## src/rtl/core/color_keyed_pixel_blitter_assert.svh

```systemverilog
// Assertion helpers used by the blitter RTL.
`ifndef COLOR_KEYED_PIXEL_BLITTER_ASSERT_SVH
`define COLOR_KEYED_PIXEL_BLITTER_ASSERT_SVH

// Same-cycle implication, disabled while reset is asserted.
`define CKPB_ASSERT_IMPL(label, clk, rst_n, ante, cons) \
	label: assert property (@(posedge clk) disable iff (!rst_n) (ante) |-> (cons)) \
		else $error("ckpb same-cycle check failed");

// Next-cycle implication, disabled while reset is asserted.
`define CKPB_ASSERT_NEXT(label, clk, rst_n, ante, cons) \
	label: assert property (@(posedge clk) disable iff (!rst_n) (ante) |=> (cons)) \
		else $error("ckpb next-cycle check failed");

`endif

```

## src/rtl/core/ckpb_pkg.sv

```systemverilog
package ckpb_pkg;

	localparam int PIX_W  = 16;
	localparam int OFF_W  = 19;
	localparam int DX_W   = 11;
	localparam int SIZE_W = 12;
	localparam int ROW_W  = 11;
	localparam int POS_W  = 13;
	localparam int CFG_W  = 16;
	localparam int IDX_W  = 3;

	localparam logic [SIZE_W-1:0] MAX_SIZE = 12'd2048;

	typedef enum logic [IDX_W-1:0] {
		REG_DEST_X        = 3'd0,
		REG_DEST_Y        = 3'd1,
		REG_REGION_WIDTH  = 3'd2,
		REG_REGION_HEIGHT = 3'd3,
		REG_KEY_COLOR     = 3'd4,
		REG_KEY_ENABLE    = 3'd5,
		REG_SOURCE_FORMAT = 3'd6
	} reg_idx_t;

	typedef struct packed {
		logic [DX_W-1:0]   dest_x;
		logic [DX_W-1:0]   dest_y;
		logic [SIZE_W-1:0] region_width;
		logic [SIZE_W-1:0] region_height;
		logic [PIX_W-1:0]  key_color;
		logic              key_enable;
		logic              source_format;
	} cfg_t;

	// Screen position of the current transaction, as produced by the region walker.
	typedef struct packed {
		logic             draw;
		logic [POS_W-1:0] sx;
		logic [POS_W-1:0] sy;
		logic             done;
	} pos_t;

	// 555 to 565: green g becomes 2g+1, zero stays zero.
	function automatic logic [PIX_W-1:0] to565(input logic [PIX_W-1:0] p);
		logic [4:0] r;
		logic [4:0] g;
		logic [4:0] b;
		logic [5:0] g6;
		r  = p[14:10];
		g  = p[9:5];
		b  = p[4:0];
		g6 = (g == 5'd0) ? 6'd0 : {g, 1'b1};
		return {r, g6, b};
	endfunction

endpackage

```

## src/rtl/core/color_keyed_pixel_blitter.sv

```systemverilog
// Color-keyed pixel blitter.
// Source channel: src_valid / src_stall carry one 16-bit source_pixel per transaction.
// Result channel: res_valid / res_stall carry one framebuffer write request per source
// transaction: write_enable, pixel_offset (row * SCREEN_WIDTH + column), pixel_color and
// region_done, which marks the last transaction of the configured region.
// Configuration: cfg_write with cfg_index and cfg_data writes one register per cycle;
// a write to any of the seven registers restarts the region walk, an unused index is
// ignored. Write only while the pipeline is empty.
// Throughput: one transaction per cycle while res_stall is low. A source transaction
// accepted on the source port passes two register stages before it shows on the result
// port: the region walker feeds the input stage, then the offset multiply and key
// compare feed the result register.
// Reset: configuration returns to origin, 1x1 region, keying off, format 565; both
// pipeline stages empty; the walker restarts at the first pixel.
// Result stall: the result register holds, the input stage holds behind it, and
// src_stall rises only once the input stage is also full, so no transaction is lost.
module color_keyed_pixel_blitter #(
	parameter int SCREEN_WIDTH  = 800,
	parameter int SCREEN_HEIGHT = 600
) (
	input  logic                          clk,
	input  logic                          arst_n,

	input  logic                          cfg_write,
	input  logic [ckpb_pkg::IDX_W-1:0]    cfg_index,
	input  logic [ckpb_pkg::CFG_W-1:0]    cfg_data,

	input  logic                          src_valid,
	output logic                          src_stall,
	input  logic [ckpb_pkg::PIX_W-1:0]    source_pixel,

	output logic                          res_valid,
	input  logic                          res_stall,
	output logic                          write_enable,
	output logic [ckpb_pkg::OFF_W-1:0]    pixel_offset,
	output logic [ckpb_pkg::PIX_W-1:0]    pixel_color,
	output logic                          region_done
);

	localparam int SW_W   = $clog2(SCREEN_WIDTH + 1);
	localparam int PROD_W = (ckpb_pkg::POS_W + SW_W + 1 > ckpb_pkg::OFF_W)
	                        ? ckpb_pkg::POS_W + SW_W + 1 : ckpb_pkg::OFF_W;
	localparam logic [ckpb_pkg::POS_W-1:0] SW_LIM = ckpb_pkg::POS_W'(SCREEN_WIDTH);
	localparam logic [ckpb_pkg::POS_W-1:0] SH_LIM = ckpb_pkg::POS_W'(SCREEN_HEIGHT);
	localparam logic [PROD_W-1:0]          SW_MUL = PROD_W'(SCREEN_WIDTH);

	ckpb_pkg::cfg_t cfg_q;
	ckpb_pkg::pos_t pos;
	ckpb_pkg::pos_t pos_s1;

	logic                       valid_s1;
	logic                       fmt_s1;
	logic [ckpb_pkg::PIX_W-1:0] pix_s1;

	logic                       res_valid_q;
	logic                       write_enable_q;
	logic [ckpb_pkg::OFF_W-1:0] pixel_offset_q;
	logic [ckpb_pkg::PIX_W-1:0] pixel_color_q;
	logic                       region_done_q;

	logic                       adv_out;
	logic                       load_s1;
	logic                       accept;
	logic                       cfg_clear;

	logic [PROD_W-1:0]          off_full;
	logic [ckpb_pkg::PIX_W-1:0] color;
	logic                       on_screen;
	logic                       keyed;

	always_ff @(posedge clk or negedge arst_n) begin
		if (!arst_n) begin
			cfg_q.dest_x        <= '0;
			cfg_q.dest_y        <= '0;
			cfg_q.region_width  <= ckpb_pkg::SIZE_W'(1);
			cfg_q.region_height <= ckpb_pkg::SIZE_W'(1);
			cfg_q.key_color     <= '0;
			cfg_q.key_enable    <= 1'b0;
			cfg_q.source_format <= 1'b0;
		end else if (cfg_write) begin
			case (cfg_index)
				ckpb_pkg::REG_DEST_X: begin
					cfg_q.dest_x <= cfg_data[ckpb_pkg::DX_W-1:0];
				end
				ckpb_pkg::REG_DEST_Y: begin
					cfg_q.dest_y <= cfg_data[ckpb_pkg::DX_W-1:0];
				end
				ckpb_pkg::REG_REGION_WIDTH: begin
					cfg_q.region_width <= cfg_data[ckpb_pkg::SIZE_W-1:0];
				end
				ckpb_pkg::REG_REGION_HEIGHT: begin
					cfg_q.region_height <= cfg_data[ckpb_pkg::SIZE_W-1:0];
				end
				ckpb_pkg::REG_KEY_COLOR: begin
					cfg_q.key_color <= cfg_data;
				end
				ckpb_pkg::REG_KEY_ENABLE: begin
					cfg_q.key_enable <= cfg_data[0];
				end
				ckpb_pkg::REG_SOURCE_FORMAT: begin
					cfg_q.source_format <= cfg_data[0];
				end
				default: begin
				end
			endcase
		end
	end

	// Restart the walk only on a write that lands on a register.
	assign cfg_clear = cfg_write
		&& (cfg_index inside {[ckpb_pkg::REG_DEST_X:ckpb_pkg::REG_SOURCE_FORMAT]});

	// Handshake: each stage advances when the one after it can take its contents.
	assign adv_out   = !res_valid_q || !res_stall;
	assign load_s1   = !valid_s1 || adv_out;
	assign src_stall = !load_s1;
	assign accept    = src_valid && load_s1;

	ckpb_region_walk u_walk (
		.clk     (clk),
		.arst_n  (arst_n),
		.cfg     (cfg_q),
		.clear   (cfg_clear),
		.advance (accept),
		.pos     (pos)
	);

	always_ff @(posedge clk or negedge arst_n) begin
		if (!arst_n) begin
			valid_s1 <= 1'b0;
		end else if (load_s1) begin
			valid_s1 <= src_valid;
		end
	end

	always_ff @(posedge clk) begin
		if (accept) begin
			pos_s1 <= pos;
			pix_s1 <= source_pixel;
			fmt_s1 <= cfg_q.source_format;
		end
	end

	always_comb begin
		off_full  = PROD_W'(pos_s1.sy) * SW_MUL + PROD_W'(pos_s1.sx);
		color     = fmt_s1 ? ckpb_pkg::to565(pix_s1) : pix_s1;
		on_screen = (pos_s1.sx < SW_LIM) && (pos_s1.sy < SH_LIM);
		keyed     = cfg_q.key_enable && (color == cfg_q.key_color);
	end

	always_ff @(posedge clk or negedge arst_n) begin
		if (!arst_n) begin
			res_valid_q <= 1'b0;
		end else if (adv_out) begin
			res_valid_q <= valid_s1;
		end
	end

	always_ff @(posedge clk) begin
		if (adv_out && valid_s1) begin
			region_done_q <= pos_s1.done;
			if (pos_s1.draw) begin
				write_enable_q <= on_screen && !keyed;
				pixel_offset_q <= off_full[ckpb_pkg::OFF_W-1:0];
				pixel_color_q  <= color;
			end else begin
				// Drop padding pixels: no write, zero payload.
				write_enable_q <= 1'b0;
				pixel_offset_q <= '0;
				pixel_color_q  <= '0;
			end
		end
	end

	assign res_valid    = res_valid_q;
	assign write_enable = write_enable_q;
	assign pixel_offset = pixel_offset_q;
	assign pixel_color  = pixel_color_q;
	assign region_done  = region_done_q;

`include "color_keyed_pixel_blitter_assert.svh"

	`CKPB_ASSERT_IMPL(a_stall_only_when_full, clk, arst_n, src_stall, valid_s1 && res_valid_q)
	`CKPB_ASSERT_NEXT(a_s1_holds, clk, arst_n, valid_s1 && !adv_out,
		valid_s1 && $stable(pos_s1) && $stable(pix_s1))
	`CKPB_ASSERT_NEXT(a_drain_empties, clk, arst_n, res_valid_q && !res_stall && !valid_s1,
		!res_valid_q)

endmodule

```

## src/rtl/core/ckpb_region_walk.sv

```systemverilog
module ckpb_region_walk (
	input  logic             clk,
	input  logic             arst_n,
	input  ckpb_pkg::cfg_t   cfg,
	input  logic             clear,
	input  logic             advance,
	output ckpb_pkg::pos_t   pos
);

	logic [ckpb_pkg::SIZE_W-1:0] col_q;
	logic [ckpb_pkg::ROW_W-1:0]  row_q;

	logic [ckpb_pkg::SIZE_W-1:0] w;
	logic [ckpb_pkg::SIZE_W-1:0] h;
	logic [ckpb_pkg::SIZE_W-1:0] row_len;
	logic [ckpb_pkg::SIZE_W-1:0] col_eff;
	logic [ckpb_pkg::ROW_W-1:0]  row_eff;
	logic [ckpb_pkg::SIZE_W-1:0] row_from_top;
	logic [ckpb_pkg::POS_W-1:0]  col_inc;
	logic [ckpb_pkg::POS_W-1:0]  row_inc;
	logic                        last_col;
	logic                        last_row;

	always_comb begin
		// Zero acts as one, oversize saturates.
		if (cfg.region_width == '0) begin
			w = ckpb_pkg::SIZE_W'(1);
		end else if (cfg.region_width > ckpb_pkg::MAX_SIZE) begin
			w = ckpb_pkg::MAX_SIZE;
		end else begin
			w = cfg.region_width;
		end
		if (cfg.region_height == '0) begin
			h = ckpb_pkg::SIZE_W'(1);
		end else if (cfg.region_height > ckpb_pkg::MAX_SIZE) begin
			h = ckpb_pkg::MAX_SIZE;
		end else begin
			h = cfg.region_height;
		end

		// Bitmap rows pad to an even pixel count.
		row_len = (cfg.source_format && w[0]) ? w + ckpb_pkg::SIZE_W'(1) : w;

		col_eff = (col_q >= row_len) ? '0 : col_q;
		row_eff = ({1'b0, row_q} >= h) ? '0 : row_q;

		col_inc  = {1'b0, col_eff} + ckpb_pkg::POS_W'(1);
		row_inc  = {2'b00, row_eff} + ckpb_pkg::POS_W'(1);
		last_col = col_inc >= {1'b0, row_len};
		last_row = row_inc >= {1'b0, h};

		row_from_top = cfg.source_format ? (h - ckpb_pkg::SIZE_W'(1) - {1'b0, row_eff})
		                                 : {1'b0, row_eff};

		pos.draw = col_eff < w;
		pos.sx   = {2'b00, cfg.dest_x} + {1'b0, col_eff};
		pos.sy   = {2'b00, cfg.dest_y} + {1'b0, row_from_top};
		pos.done = last_col && last_row;
	end

	always_ff @(posedge clk or negedge arst_n) begin
		if (!arst_n) begin
			col_q <= '0;
			row_q <= '0;
		end else if (clear) begin
			col_q <= '0;
			row_q <= '0;
		end else if (advance) begin
			if (last_col) begin
				col_q <= '0;
				row_q <= last_row ? '0 : row_inc[ckpb_pkg::ROW_W-1:0];
			end else begin
				col_q <= col_inc[ckpb_pkg::SIZE_W-1:0];
			end
		end
	end

endmodule
```

## config.mk

```make
export PLATFORM = sky130hd
export DESIGN_NAME = color_keyed_pixel_blitter
export DESIGN_NICKNAME = d
export VERILOG_FILES = /design/src/rtl/core/ckpb_pkg.sv /design/src/rtl/core/color_keyed_pixel_blitter.sv /design/src/rtl/core/ckpb_region_walk.sv
export VERILOG_INCLUDE_DIRS = /design/src /design/src/rtl/core
export SDC_FILE = /design/constraint.sdc
export NUM_CORES = 1
export LEC_CHECK = 0
export BUFFER_PORTS_ARGS = -buffer_cell sky130_fd_sc_hd__clkbuf_2
export CORE_UTILIZATION = 50
export CTS_BUF_LIST = sky130_fd_sc_hd__clkbuf_4
export CTS_CLUSTER_SIZE = 14
export DETAILED_ROUTE_END_ITERATION = 12
export PLACE_DENSITY = 0.68
export SETUP_SLACK_MARGIN = 0.3
export SLEW_MARGIN = 20
export SYNTH_ARGS = -nofsm -noshare
export SYNTH_HDL_FRONTEND = slang
export SYNTH_HIERARCHICAL = 1
export SYNTH_SLANG_ARGS = --single-unit
```

## constraint.sdc

```tcl
create_clock -name clk -period 10.6 [get_ports clk]
set_input_delay 2.12 -clock clk [delete_from_list [all_inputs] [get_ports clk]]
set_output_delay 2.12 -clock clk [all_outputs]
set_load 0.005 [all_outputs]
```

==> results.sh, run 1 <==
export IMPL_wl_um=24680
export IMPL_critPathSlowestCell="dfrtp_1"
export IMPL_io_pins=79
export IMPL_min_from="pos_s1[0]"
export IMPL_skew_ps=28.17
export IMPL_fin_hold_ws_ps=416.0
export IMPL_hpwl_um=19160
export IMPL_wl_per_cell_um=16.40
export IMPL_slowest_delay_ps=460
export IMPL_grt_pass1_wl_um=40770
export IMPL_rr_worst_depth=28
export IMPL_fp_row_count=55
export IMPL_arrival_ps=8000
export IMPL_path_buf_inv=0
export IMPL_dr_wl_met3_um=852
export IMPL_grt_usage_pct=21.55
export IMPL_area_growth_pct=9.144
export IMPL_cts_sinks=171
export IMPL_avgViaCountPerCell=5.583
export IMPL_root_buffer="clkbuf_4"
export IMPL_nets=1360
export IMPL_cts_buffers_inserted=17
export IMPL_tightest_slew_ps=1009
export IMPL_ir_drop_mv=0.2259
export IMPL_antenna_left=0
export IMPL_rr_endpoint="u_walk/row_q[4]"
export IMPL_crit_path_end_kind="flop"
export IMPL_max_freq_mhz=133.5
export IMPL_cts_htree_levels=4
export IMPL_drcViolationCount=0
export IMPL_vias=8403
export IMPL_hold_path_cell_count=0
export IMPL_cap_violations=0
export IMPL_drt_pass1_iter_count=6
export IMPL_yosysWarnings=6
export IMPL_start_util_pct=51.36
export IMPL_antenna_found_initial=2
export IMPL_syn_area_sq_mm=0.01170
export IMPL_cts_resized_gates=0
export IMPL_finalHoldViolations=0
export IMPL_synthFlopType="dfrtp_1"
export IMPL_timing_rr_start="cfg_q[38]"
export IMPL_fill_cells=1953
export IMPL_drt_iter0_drc=431
export IMPL_crit_path_max_fanout=22
export IMPL_portBuffers=78
export IMPL_netlist_cell_type_count=80
export IMPL_clk_latency_ps=590
export IMPL_clkTransAtPathRegs_ps=180
export IMPL_min_period_over_period_pct=70.67
export IMPL_setup_viol=0
export IMPL_hp_class="reg2reg"
export IMPL_synth_nets=1284
export IMPL_cts_max_path_buffers=2
export IMPL_fin_total_pwr_uw=3709
export IMPL_worstHoldEndpoint="region_done"
export IMPL_ys_seq_area_share_pct=40.11
export IMPL_die_h_um=155.0
export IMPL_syn_inst=1101
export IMPL_wirelength_met1_um=11710
export IMPL_post_cts_buffers=0
export IMPL_worstSetupPathType="reg2reg"
export IMPL_ff2ff_setup_slack_ps=3110
export IMPL_tns_ps=0
export IMPL_crit_required_ps=11110
export IMPL_ys_ff_latch=171
export IMPL_route_met2_wl_um=11690
export IMPL_tritoncts="done"
export IMPL_p_leak_uw=0.005749
export IMPL_slew_violations=0
export IMPL_min_period_ps=7491
export IMPL_core_sq_mm=0.02278
export IMPL_cp_common_cell="ha_1"
export IMPL_syn_area_per_cell_sq_um=10.63
export IMPL_hold_buffers=0
export IMPL_rsz0062_at_grt="no"
export IMPL_async_flop_share_pct=52.05
export IMPL_gr_total_overflow=0
export IMPL_status="complete, no violations"
export IMPL_die_area_sq_mm=0.02401
export IMPL_place_congestion=0.9091
export IMPL_power_density_mw_per_mm2=290.5
export IMPL_die_w_um=155.0
export IMPL_cp_top_family="compound AO/OA/AOI/OAI gates"
export IMPL_drive_above_1_share_pct=17.48
export IMPL_grt_max_degree=49
export IMPL_start_kind="flop"
export IMPL_route_top_layer_used="met4"
export IMPL_synth_edf_count=82
export IMPL_grt_pass1_vias=8136
export IMPL_max_slew_margin_pct=32.71
[cells in the mapped netlist (all sizes together), types with 5 or more instances]
| cell type | instances | area share (%) |
|---|---|---|
| and3 | 9 | 0.48 |
| nand2b | 9 | 0.50 |
| a21oi | 44 | 2.0 |
| nand4b | 7 | 0.52 |
| clkbuf | 16 | 0.51 |
| or3 | 5 | 0.27 |
| o211ai | 11 | 0.75 |
| nand4 | 19 | 1.1 |
| nor4 | 9 | 0.61 |
| xor2 | 35 | 2.7 |
| nor3 | 13 | 0.64 |
| xnor2 | 47 | 3.5 |
| o21bai | 12 | 0.77 |
| o21ai | 35 | 1.5 |
| mux2i | 14 | 1.2 |
| a32o | 18 | 1.5 |
| inv | 88 | 2.8 |
| nor2b | 21 | 1.1 |
| and2 | 16 | 0.86 |
| fa | 12 | 2.1 |
| o31a | 7 | 0.53 |
| dfrtp | 87 | 19 |
| nand2 | 64 | 2.1 |
| nor2 | 73 | 2.3 |
| edfxtp | 82 | 21 |
| a31oi | 11 | 0.59 |
| nand3 | 30 | 1.3 |
| o21a | 9 | 0.58 |
| a21o | 26 | 1.7 |
| a21boi | 7 | 0.48 |
| buf | 12 | 0.61 |
| mux2 | 62 | 6.0 |
| ha | 131 | 14 |
[per-layer routing]
metal / global-route usage [%] / vias to the layer above
met1: 29.27 / 4046
met5: 0 / -
met2: 35.16 / 160
li1: - / 4177
met3: 3.510 / 20
met4: 7.025 / 0
[worst reg2reg max path, delay by kind of cell (launching register included)]
kind	cells	cell delay, ps
AOI/OAI and AO/OA	12	3060
xor gates and xnor gates	2	400
adders and majority gates	4	1180
DFF	1	460
and+or+nand+nor	10	2320
[state kept, by name, indices dropped and copies added (netlist names), 11 cells and up]
| signal | count |
|---|---|
| pix_s1 | 16 |
| u_walk/col_q | 12 |
| pixel_color | 16 |
| pixel_offset | 19 |
| u_walk/row_q | 11 |
| cfg_q | 64 |
| pos_s1 | 28 |
[how the worst max path moves through the flow]
stage,start,cells after the start,to
2_1_floorplan,cfg_q[38],31,u_walk/row_q[2]
3_3_place_gp,cfg_q[38],28,u_walk/row_q[10]
3_5_place_dp,cfg_q[38],28,u_walk/row_q[4]
4_1_cts,cfg_q[38],28,u_walk/row_q[4]
5_1_grt,cfg_q[31],28,u_walk/row_q[8]
6_report,cfg_q[38],28,u_walk/row_q[4]
[area by class of cell]
type                            count  area, sq um  area share [%]
Inverter                           89        334.1           2.616
Multi-Input combinational cell    813         6559           51.37
Clock buffer                       17        127.6          0.9995
Sequential cell                   171         4692           36.75
Antenna cell                        2        5.005         0.03920
Tap cell                          313        391.6           3.067
Timing Repair Buffer               85        445.4           3.488
Clock inverter                     15        214.0           1.676
[kinds of logic after synthesis]
| logic type | after synthesis | share of synthesized area [%] |
|---|---|---|
| AO/OA/AOI/OAI | 217 | 13.28 |
| flip-flops | 171 | 40.11 |
| AND/OR/NAND/NOR | 294 | 13.04 |
| XOR/XNOR | 82 | 6.267 |
| adder cells (fa/ha/maj) | 144 | 16.16 |
| buffers and inverters | 117 | 3.979 |
| multiplexers | 76 | 7.166 |
[stage by stage]
step                      worst slack [ps]  util [%]  cells  area, sq um
after CTS                             3253     56.03   1503        12760
after floorplan                       4258         -   1101        11700
after global routing                  2589     56.06   1505        12770
after global placement                3461     54.53   1471        12420
after detailed placement              3318     54.53   1471        12420
final                                 3109     56.06   1505        12770
[power breakdown]
part           switching [uW]  internal [uW]
clock network             283            138
registers                96.1            920
logic                    1260           1010
[placed cells by master (no fill, tap or decap), drive strengths merged, types with 26 or more instances in the layout]
cell type,netlist,final
a21o,26,26
a21oi,44,44
clkbuf,16,94
dfrtp,87,87
edfxtp,82,82
ha,131,131
inv,88,94
mux2,62,62
nand2,64,64
nand3,30,30
nor2,73,73
o21ai,35,35
xnor2,47,47
xor2,35,35
Note: power is estimated with default switching activity, not from simulation.
==> inputs of run 2 (changes only) <==
--- a/config.mk
+++ b/config.mk
@@ -11,7 +11,7 @@
 export CTS_BUF_LIST = sky130_fd_sc_hd__clkbuf_4
 export CTS_CLUSTER_SIZE = 14
 export DETAILED_ROUTE_END_ITERATION = 12
-export PLACE_DENSITY = 0.68
+export PLACE_DENSITY = 0.71
 export SETUP_SLACK_MARGIN = 0.3
 export SLEW_MARGIN = 20
 export SYNTH_ARGS = -nofsm -noshare
==> constraint.sdc (replaced) <==
create_clock -name clk -period 6 [get_ports clk]
set_input_delay 1.2 -clock clk [delete_from_list [all_inputs] [get_ports clk]]
set_output_delay 1.2 -clock clk [all_outputs]
set_load 0.005 [all_outputs]
==> results.sh, run 2 (same netlist as run 1, synthesis figures left out) <==
export IMPL_finalHoldViolations=0
export IMPL_status="complete, no violations"
export IMPL_hold_path_cell_count=0
export IMPL_antenna_found_initial=2
export IMPL_antenna_left=0
export IMPL_arrival_ps=6410
export IMPL_cts_buffers_inserted=17
export IMPL_grt_pass1_wl_um=41280
export IMPL_crit_required_ps=6470
export IMPL_grt_usage_pct=21.88
export IMPL_final_cell_mix="ha_1, inv_1, dfrtp_1, edfxtp_1, clkbuf_2"
export IMPL_power_share_clock_pct=10.8
export IMPL_tritoncts="done"
export IMPL_root_buffer="clkbuf_4"
export IMPL_crit_path_max_fanout=5
export IMPL_p_int_uw=3739
export IMPL_die_h_um=155.0
export IMPL_slew_violations=0
export IMPL_area_growth_pct=14.30
export IMPL_min_period_over_period_pct=98.94
export IMPL_place_congestion=0.8791
export IMPL_power_share_combinational_pct=62.5
export IMPL_fin_area_sq_mm=0.01337
export IMPL_layout_cells_non_filler=1549
export IMPL_place_area_sq_mm=0.01260
export IMPL_grt_pass1_vias=8254
export IMPL_tightest_slew_ps=873.6
export IMPL_rr_endpoint="u_walk/row_q[3]"
export IMPL_cts_htree_levels=4
export IMPL_worstHoldEndpoint="region_done"
export IMPL_vias=8579
export IMPL_nets=1404
export IMPL_min_from="pos_s1[0]"
export IMPL_min_period_ps=5937
export IMPL_io_pins=79
export IMPL_hp_class="reg2reg"
export IMPL_core_sq_mm=0.02278
export IMPL_drive_above_1_share_pct=24.64
export IMPL_die_area_sq_mm=0.02401
export IMPL_largest_reg_flops=64
export IMPL_multi_input_area_sq_mm=0.006809
export IMPL_worstSetupPathType="reg2reg"
export IMPL_timing_rr_start="cfg_q[37]"
export IMPL_ff2ff_setup_slack_ps=60
export IMPL_cap_violations=0
export IMPL_hpwl_um=19520
export IMPL_p_sw_uw=2945
export IMPL_avgViaCountPerCell=5.538
export IMPL_final_util_pct=58.70
export IMPL_fp_row_count=55
export IMPL_skew_ps=23.73
export IMPL_p_leak_uw=0.006017
export IMPL_crit_path_end_kind="flop"
export IMPL_max_slew_margin_pct=41.50
export IMPL_pre_cts_ws_ps=5.832
export IMPL_setup_viol=0
export IMPL_rr_worst_depth=29
export IMPL_drcViolationCount=0
export IMPL_ir_drop_mv=0.4297
export IMPL_setup_slack_ps=63.48
export IMPL_portBuffers=78
export IMPL_sw_frac_of_total_pct=44.06
export IMPL_clkTransAtPathRegs_ps=160
export IMPL_cts_max_path_buffers=2
export IMPL_largest_register="cfg_q"
export IMPL_p_seq_share_pct=26.7
export IMPL_critPathSlowestCell="dfrtp_2"
export IMPL_slowest_delay_ps=470
export IMPL_gr_total_overflow=0
export IMPL_cts_sinks=171
export IMPL_drt_pass1_iter_count=5
export IMPL_final_common_cell="ha_1"
export IMPL_max_freq_mhz=168.4
export IMPL_start_kind="flop"
export IMPL_wl_per_cell_um=16.72
export IMPL_die_w_um=155.0
export IMPL_rsz0062_at_grt="yes"
export IMPL_fill_cells=1888
export IMPL_regArea_sq_mm=0.004695
export IMPL_placed_cells=1487
export IMPL_grt_max_degree=67
export IMPL_clk_latency_ps=590
export IMPL_start_util_pct=51.36
export IMPL_power_density_mw_per_mm2=499.9
export IMPL_hold_buffers=0
export IMPL_drt_iter0_drc=361
export IMPL_wl_um=25900
-- run 2: cell types whose count changed in the layout (fill, tap and decap cells not counted), moves of 3 or more --
cell | previous run | this run
nand3_2 | 0 | 4
a21oi_1 | 43 | 28
nor4_1 | 8 | 3
nor2_2 | 0 | 5
a21oi_2 | 0 | 15
buf_4 | 8 | 47
ha_1 | 131 | 128
o21ai_0 | 32 | 29
nor2_1 | 73 | 67
nor4_2 | 0 | 3
o21ai_2 | 1 | 4
buf_6 | 0 | 3
nand3_1 | 30 | 26
-- run 2: power by group through the flow --
stage	registers, uW	clock network, uW	logic [uW]
after floorplan	1770	0	3300
after global placement	1800	0	3940
after detailed placement	1810	0	4050
after CTS	1780	737	4110
after global routing	1820	784	4700
final	1790	723	4170
-- run 2: layout make-up --
class	count	share of cell area [%]
Antenna cell	2	0.03743
Timing Repair Buffer	129	6.073
Sequential cell	171	35.11
Multi-Input combinational cell	813	50.92
Tap cell	313	2.929
Clock inverter	15	1.478
Inverter	89	2.498
Clock buffer	17	0.9544
-- run 2: timing repair --
item	4_1_cts	5_1_grt
pin swaps	9	30
endpoints found under the setup margin	27	32
buffers inserted	16	10
gates cloned	1	1
resized for setup	10	46
-- run 2: critical path: cells and delay by family, from the launching register on --
kind | cells | cell delay [ps]
AOI/OAI and AO/OA | 11 | 2030
and+or+nand+nor | 11 | 1940
adders and majority gates | 4 | 940
DFF | 1 | 470
xor gates and xnor gates | 2 | 310
buffers and inverters | 1 | 140
-- run 2: layer usage --
layer	track usage, %	up-vias	part of all wire, %
met3	2.869	24	2.7
met2	36.31	145	48
met1	29.88	4149	47
met5	0	-	0
li1	-	4261	-
met4	6.554	0	1.6
-- run 2: stage by stage --
| step | hold WS [ps] | TNS [ps] | total power [uW] |
|---|---|---|---|
| 4_1_cts | 446.1 | 0 | 6630 |
| 3_3_place_gp | 404.4 | 0 | 5740 |
| 5_1_grt | 453.2 | -3235 | 7308 |
| 3_5_place_dp | 424.3 | 0 | 5858 |
| 2_1_floorplan | 400.3 | 0 | 5074 |
| 6_report | 446.3 | 0 | 6684 |
-- run 2: how the worst max path moves through the flow --
stage	slack, ps	to	cells after the start	from
3_3_place_gp	240	u_walk/row_q[8]	28	cfg_q[38]
6_report	60	u_walk/row_q[3]	29	cfg_q[37]
2_1_floorplan	290	u_walk/row_q[5]	31	cfg_q[40]
3_5_place_dp	6	u_walk/row_q[2]	29	cfg_q[38]
5_1_grt	-210	u_walk/row_q[7]	29	cfg_q[37]
4_1_cts	230	u_walk/row_q[1]	29	cfg_q[38]
